$ cat config.mk
export PLATFORM = sky130hd
export DESIGN_NAME = address_resolution_table
export DESIGN_NICKNAME = d
export VERILOG_FILES = /design/src/rtl/art_pkg.sv /design/src/rtl/art_datapath.sv /design/src/rtl/art_ctrl.sv /design/src/rtl/address_resolution_table.sv
export SDC_FILE = /design/constraint.sdc
export NUM_CORES = 2
export LEC_CHECK = 0
export ABC_CLOCK_PERIOD_IN_PS = 20800
export BUFFER_PORTS_ARGS = -buffer_cell sky130_fd_sc_hd__buf_2
export CAP_MARGIN = 20
export CORE_MARGIN = 4
export CORE_UTILIZATION = 56
export CTS_CLUSTER_SIZE = 25
export DETAILED_ROUTE_END_ITERATION = 8
export GPL_ROUTABILITY_DRIVEN = 0
export GPL_TIMING_DRIVEN = 0
export PLACE_DENSITY = 0.72
export SLEW_MARGIN = 10
export SYNTH_ARGS = -nofsm -noshare
export SYNTH_HDL_FRONTEND = slang
export SYNTH_HIERARCHICAL = 1
export SYNTH_SLANG_ARGS = --single-unit
$ cat constraint.sdc
create_clock -name clk -period 20.8 [get_ports clk]
set_input_delay 0 -clock clk [delete_from_list [all_inputs] [get_ports clk]]
set_output_delay 0 -clock clk [all_outputs]
set_load 0.01 [all_outputs]
$ cat src/rtl/art_pkg.sv
// Shared constants, codes and types of the address resolution table.
`default_nettype none

package art_pkg;

    localparam int TABLE_ENTRIES = 16;
    localparam int IDX_W = (TABLE_ENTRIES > 1) ? $clog2(TABLE_ENTRIES) : 1;
    localparam int HW_W = 16;
    localparam int IP_W = 32;
    localparam int MAC_W = 48;
    localparam int COUNT_W = 5;

    localparam logic [COUNT_W-1:0] COUNT_MAX = 5'd31;
    localparam logic [COUNT_W-1:0] COUNT_LIMIT =
        (TABLE_ENTRIES > 31) ? COUNT_MAX : COUNT_W'(TABLE_ENTRIES);
    localparam logic [IDX_W-1:0] LAST_IDX = IDX_W'(TABLE_ENTRIES - 1);

    localparam logic STATUS_OK = 1'b0;
    localparam logic STATUS_FAIL = 1'b1;

    typedef enum logic [1:0] {
        OP_INSERT = 2'd0,
        OP_UPDATE = 2'd1,
        OP_LOOKUP = 2'd2
    } op_t;

    typedef enum logic [1:0] {
        ST_IDLE,
        ST_SCAN,
        ST_FINISH
    } state_t;

    typedef struct packed {
        logic [HW_W-1:0]  hw;
        logic [IP_W-1:0]  ip;
        logic [MAC_W-1:0] mac;
    } entry_t;

    typedef struct packed {
        logic load_key;
        logic scan;
        logic capture;
        logic commit;
    } cmd_t;

    typedef struct packed {
        logic hit;
        logic cmp_last;
        logic out_busy;
    } sts_t;

endpackage

`default_nettype wire

$ cat src/rtl/art_datapath.sv
// Datapath: key registers, entry memory, scan pipeline, valid bits and result register.
`default_nettype none

module art_datapath
(
    input  wire logic                          clk,
    input  wire logic                          rst_n,
    input  wire art_pkg::cmd_t                 cmd,
    output art_pkg::sts_t                      sts,
    input  wire logic [1:0]                    operation,
    input  wire logic [art_pkg::HW_W-1:0]      hw_type,
    input  wire logic [art_pkg::IP_W-1:0]      ip_address,
    input  wire logic [art_pkg::MAC_W-1:0]     mac_address,
    output logic                               out_valid,
    input  wire logic                          out_stall,
    output logic                               status,
    output logic [art_pkg::MAC_W-1:0]          found_mac,
    output logic [art_pkg::COUNT_W-1:0]        entry_count
);

    art_pkg::entry_t mem [art_pkg::TABLE_ENTRIES];

    logic [1:0]                        op_reg;
    art_pkg::entry_t                   key_reg;
    logic [art_pkg::IDX_W-1:0]         addr_reg;
    logic                              issue_done_reg;
    logic                              pipe_v_reg;
    logic [art_pkg::IDX_W-1:0]         cmp_idx_reg;
    art_pkg::entry_t                   rd_data_reg;
    logic                              rd_vld_reg;
    logic                              hit_reg;
    logic [art_pkg::IDX_W-1:0]         hit_idx_reg;
    logic [art_pkg::MAC_W-1:0]         hit_mac_reg;
    logic [art_pkg::TABLE_ENTRIES-1:0] valid_reg;
    logic [art_pkg::COUNT_W-1:0]       count_reg;
    logic [art_pkg::COUNT_W-1:0]       count_next;
    logic                              out_valid_reg;
    logic                              status_reg;
    logic [art_pkg::MAC_W-1:0]         found_reg;
    logic [art_pkg::COUNT_W-1:0]       out_count_reg;

    logic match;
    logic issue;
    logic do_write;
    logic do_insert;

    always_comb
    begin
        match = 1'b0;
        case (op_reg)
            art_pkg::OP_INSERT: match = !rd_vld_reg;
            art_pkg::OP_UPDATE: match = rd_vld_reg && rd_data_reg.hw == key_reg.hw
                                        && rd_data_reg.ip == key_reg.ip;
            art_pkg::OP_LOOKUP: match = rd_vld_reg && rd_data_reg.ip == key_reg.ip;
            default:            match = 1'b0;
        endcase
    end

    assign issue      = cmd.scan && !issue_done_reg;
    assign do_insert  = hit_reg && op_reg == art_pkg::OP_INSERT;
    assign do_write   = do_insert || (hit_reg && op_reg == art_pkg::OP_UPDATE);
    assign count_next = (do_insert && count_reg != art_pkg::COUNT_MAX)
                        ? count_reg + 1'b1 : count_reg;

    assign sts.hit      = pipe_v_reg && match;
    assign sts.cmp_last = pipe_v_reg && cmp_idx_reg == art_pkg::LAST_IDX;
    assign sts.out_busy = out_valid_reg && out_stall;

    always_ff @(posedge clk or negedge rst_n)
    begin
        if (!rst_n)
        begin
            addr_reg       <= '0;
            issue_done_reg <= 1'b0;
            pipe_v_reg     <= 1'b0;
            valid_reg      <= '0;
            count_reg      <= '0;
            out_valid_reg  <= 1'b0;
        end
        else
        begin
            if (cmd.load_key)
            begin
                addr_reg       <= '0;
                issue_done_reg <= 1'b0;
                pipe_v_reg     <= 1'b0;
            end
            else if (issue)
            begin
                pipe_v_reg <= 1'b1;
                addr_reg   <= addr_reg + 1'b1;
                if (addr_reg == art_pkg::LAST_IDX)
                begin
                    issue_done_reg <= 1'b1;
                end
            end
            else
            begin
                pipe_v_reg <= 1'b0;
            end

            if (cmd.commit)
            begin
                if (do_insert)
                begin
                    valid_reg[hit_idx_reg] <= 1'b1;
                end
                count_reg     <= count_next;
                out_valid_reg <= 1'b1;
            end
            else if (out_valid_reg && !out_stall)
            begin
                out_valid_reg <= 1'b0;
            end
        end
    end

    always_ff @(posedge clk)
    begin
        if (cmd.commit && do_write)
        begin
            mem[hit_idx_reg] <= key_reg;
        end
        if (issue)
        begin
            rd_data_reg <= mem[addr_reg];
        end
    end

    always_ff @(posedge clk)
    begin
        if (cmd.load_key)
        begin
            op_reg      <= operation;
            key_reg.hw  <= hw_type;
            key_reg.ip  <= ip_address;
            key_reg.mac <= mac_address;
        end
        if (issue)
        begin
            rd_vld_reg  <= valid_reg[addr_reg];
            cmp_idx_reg <= addr_reg;
        end
        if (cmd.capture)
        begin
            hit_reg     <= sts.hit;
            hit_idx_reg <= cmp_idx_reg;
            hit_mac_reg <= rd_data_reg.mac;
        end
        if (cmd.commit)
        begin
            status_reg    <= hit_reg ? art_pkg::STATUS_OK : art_pkg::STATUS_FAIL;
            found_reg     <= (hit_reg && op_reg == art_pkg::OP_LOOKUP) ? hit_mac_reg : '0;
            out_count_reg <= count_next;
        end
    end

    assign out_valid   = out_valid_reg;
    assign status      = status_reg;
    assign found_mac   = found_reg;
    assign entry_count = out_count_reg;

endmodule

`default_nettype wire

$ cat src/rtl/art_ctrl.sv
// Controller: state machine that sequences accept, scan and commit of one word.
`default_nettype none

module art_ctrl
(
    input  wire logic           clk,
    input  wire logic           rst_n,
    input  wire logic           in_valid,
    output logic                in_stall,
    input  wire art_pkg::sts_t  sts,
    output art_pkg::cmd_t       cmd
);

    art_pkg::state_t state_reg;
    art_pkg::state_t state_next;

    always_ff @(posedge clk or negedge rst_n)
    begin
        if (!rst_n)
        begin
            state_reg <= art_pkg::ST_IDLE;
        end
        else
        begin
            state_reg <= state_next;
        end
    end

    always_comb
    begin
        state_next = state_reg;
        case (state_reg)
            art_pkg::ST_IDLE:
            begin
                if (in_valid)
                begin
                    state_next = art_pkg::ST_SCAN;
                end
            end
            art_pkg::ST_SCAN:
            begin
                if (sts.hit || sts.cmp_last)
                begin
                    state_next = art_pkg::ST_FINISH;
                end
            end
            art_pkg::ST_FINISH:
            begin
                if (!sts.out_busy)
                begin
                    state_next = art_pkg::ST_IDLE;
                end
            end
            default:
            begin
                state_next = art_pkg::ST_IDLE;
            end
        endcase
    end

    always_comb
    begin
        cmd      = '0;
        in_stall = 1'b1;
        case (state_reg)
            art_pkg::ST_IDLE:
            begin
                in_stall     = 1'b0;
                cmd.load_key = in_valid;
            end
            art_pkg::ST_SCAN:
            begin
                cmd.scan    = 1'b1;
                cmd.capture = sts.hit || sts.cmp_last;
            end
            art_pkg::ST_FINISH:
            begin
                cmd.commit = !sts.out_busy;
            end
            default:
            begin
                in_stall = 1'b1;
            end
        endcase
    end

endmodule

`default_nettype wire

$ cat src/rtl/address_resolution_table.sv
// Path: a word that stops at entry i passes the key registers, the entry read register, the hit
// registers and the result register; a full scan reads all TABLE_ENTRIES entries.
// Throughput: one word per scan, set by the one-entry-per-cycle read of the entry memory, unless a
// stalled result register holds the commit; a new word is taken while the result register waits.
// Reset: rst_n clears all valid marks, the entry count and the controller at once.
`default_nettype none

module address_resolution_table
(
    input  wire logic                          clk,
    input  wire logic                          rst_n,
    input  wire logic                          in_valid,
    output logic                               in_stall,
    input  wire logic [1:0]                    operation,
    input  wire logic [art_pkg::HW_W-1:0]      hw_type,
    input  wire logic [art_pkg::IP_W-1:0]      ip_address,
    input  wire logic [art_pkg::MAC_W-1:0]     mac_address,
    output logic                               out_valid,
    input  wire logic                          out_stall,
    output logic                               status,
    output logic [art_pkg::MAC_W-1:0]          found_mac,
    output logic [art_pkg::COUNT_W-1:0]        entry_count
);

    art_pkg::cmd_t cmd;
    art_pkg::sts_t sts;

    art_ctrl u_ctrl
    (
        .clk      (clk),
        .rst_n    (rst_n),
        .in_valid (in_valid),
        .in_stall (in_stall),
        .sts      (sts),
        .cmd      (cmd)
    );

    art_datapath u_datapath
    (
        .clk         (clk),
        .rst_n       (rst_n),
        .cmd         (cmd),
        .sts         (sts),
        .operation   (operation),
        .hw_type     (hw_type),
        .ip_address  (ip_address),
        .mac_address (mac_address),
        .out_valid   (out_valid),
        .out_stall   (out_stall),
        .status      (status),
        .found_mac   (found_mac),
        .entry_count (entry_count)
    );

endmodule

`default_nettype wire

==> reports/metrics.cfg <==
[run_status]
status = completed

[routing]
postRouteAntennaNets = 0
wl_per_cell_um = 29.2
first_iter_violations = 4981
drc_errors = 0
route.vias.total = 37100
drt-vias-per-instance = 6.27
firstDrtPassIters = 6
wl_mm = 173

[die]
core-area_um2 = 126000
dieArea_um2 = 133000
pin_count = 158
start_util = 0.565
die_h_um = 364
row_count = 130
die_w_um = 364

[worst_setup_path]
crit_top_cell = buf_4
critPathRequiredTime_ns = 21.32
crit_type = reg2reg
critPathBufInv = 6
reg2reg_to = u_datapath/mem[1][33]
critPathCaptureType = flop
rr_startpoint = u_datapath/out_valid
cp_max_fo = 11
cp-start-kind = flop
max_stage_delay_ns = 0.80
r2r_slack_ns = 16.40
crit_path_cell_trace = and2_1, nor3b_2, buf_4, o211a_1, nand2_1, nor3_2, buf_4, buf_4, buf_4, buf_4, buf_4
crit_family = simple AND/OR/NAND/NOR gates
reg2reg_depth = 11
slowest_stage = nor3_2
cp.arrival_ns = 4.91

[logic_synthesis]
synth-edff-count = 1842
synth_top_area_frac = 0.779
yosysSeqAreaShare = 0.790
ys_types = 42
syn_avg_cell_area_um2 = 20.6
yosysWarnings = 6
synthArstFlopShare = 0.0160
ys_top_cells_by_area = edfxtp_1, mux4_2, mux2i_1
synth_top_area_cell = edfxtp_1
yosysMostFrequentCell = edfxtp_1
synth_common_cells = edfxtp_1, mux2i_1, mux4_2
ys.flop_type = edfxtp_1
ys_seq_elements = 1872
syn-cell-area_um2 = 71000
synthCells = 3440
synth_nets = 3549

[worst_hold_path]
whs_path_depth = 2
min_from = mac_address[24]
hold_path_class = in2reg
min_to = u_datapath/key_reg[24]

[sta]
fin_worst_skew_ns = 0.0365
slew_headroom = 0.224
finalCritPeriodShare = 0.211
final_hold_viol_count = 0
worstMarginPinSlew_ns = 1.16
finalCriticalPeriod_ns = 4.40
rsz0062_at_grt = no
clock.fmax_ghz = 0.227
slew_viol_final = 0
hold_ws_ns = 0.0881
setup-violations-final = 0

[global_route]
grt_pass1_vias = 36900
grt_max_degree = 38
grt_pass1_wl_mm = 252
grt_usage = 0.264
antenna_found_initial = 6
grt_overflow = 0

[cts]
clockBufferDepth = 3
cts_tree = yes
clock-sinks = 1872
clock-root-buffer = clkbuf_16
cts_resized = 0
cts_max_level = 4
cts_made_buffers = 181
clock_latency_ns = 0.83
cts.clk_slew.worst_paths_ns = 0.06

[power]
ir_drop_mv = 0.0785
cellLeakagePower_nw = 28.2
power.density_nw_per_um2 = 122

[layout]
fin_nets = 4224
n_fill_cell = 7921
multi_input_area_um2 = 14000
seq_area_um2 = 56100
largest_reg_flops = 1536
drive_above_1_share = 0.245
final_core_util = 0.666
syn2layout_area_growth_pct = 17.9

[place]
post-dp-hpwl_mm = 111
port_buffers = 157

[job]
maxCapViolations = 0

## layout make-up
cell class | count | area share
timing repair buffer | 492 | 0.0582
inverter | 4 | 0.000179
clock inverter | 117 | 0.0111
antenna | 4 | 0.000120
sequential | 1872 | 0.670
clock buffer | 217 | 0.0560
tap | 1650 | 0.0247
buffer | 174 | 0.0127
multi-input combinational | 1390 | 0.167
## cell families (layout without fill, tap and decap cells)
kind of cell,count (synthesis),after routing,synth area share
flops,1872,1872,0.790
other cells,0,4,0
simple gates,235,235,0.0158
compound gates,506,506,0.0526
xor+xnor,57,57,0.00703
fa+ha+maj,7,7,0.00123
buf+inv,178,1004,0.0151
mux,585,585,0.118
## worst max path at each step
stage / startpoint / endpoint / slack, ns / cells past startpoint
floorplan: u_datapath/out_valid / u_datapath/mem[3][0] / 7.96 / 5
global placement: u_datapath/out_valid / u_datapath/mem[0][34] / -4.17 / 5
detailed placement: u_datapath/out_valid / u_datapath/mem[1][33] / 16.47 / 11
CTS: u_datapath/out_valid / u_datapath/mem[1][33] / 16.41 / 11
global route: u_datapath/out_valid / u_datapath/mem[1][33] / 16.25 / 11
finish: u_datapath/out_valid / u_datapath/mem[1][33] / 16.40 / 11
## through the flow
step           cell area, um2  worst slack [ns]  cells  total power, mW   TNS, ns
2_1_floorplan           71000              7.96   3440             6.29         0
4_1_cts                 83700             16.41   5915             10.2         0
3_5_place_dp            76000             16.47   5381             7.12         0
6_report                83700             16.40   5920             10.2         0
5_1_grt                 83700             16.25   5916             10.6         0
3_3_place_gp            73800             -4.17   5247             7.08  -1495.98
## power breakdown
group | internal [mW] | switching (mW)
Clock | 1.74 | 1.38
Sequential | 4.51 | 0.181
Combinational | 0.977 | 1.42
## metal layers
metal  GRT usage  vias up  share of wire
li1            -    15500              -
met1       0.370    19200           0.39
met2       0.421     2040           0.48
met3      0.0614      316           0.10
met4      0.0797        0          0.029
met5           0        -              0
## cells in the final DEF (no fill, tap or decap), types with 97 or more instances in the layout
cell,synthesis,layout
a21oi_1,97,97
a22oi_1,97,97
buf_2,40,197
clkbuf_16,0,182
dlygate4sd3_1,0,199
edfxtp_1,1842,1842
mux2_2,99,99
mux2i_1,292,292
mux4_2,194,194
nand2_1,113,113
o21ai_0,176,176
## what timing repair did
action | in CTS | in global routing
hold buffers | 200 | 0
hold endpoints to repair | 196 | 0
setup buffers | 0 | 0
No activity file was read; power rests on OpenSTA's default activity.
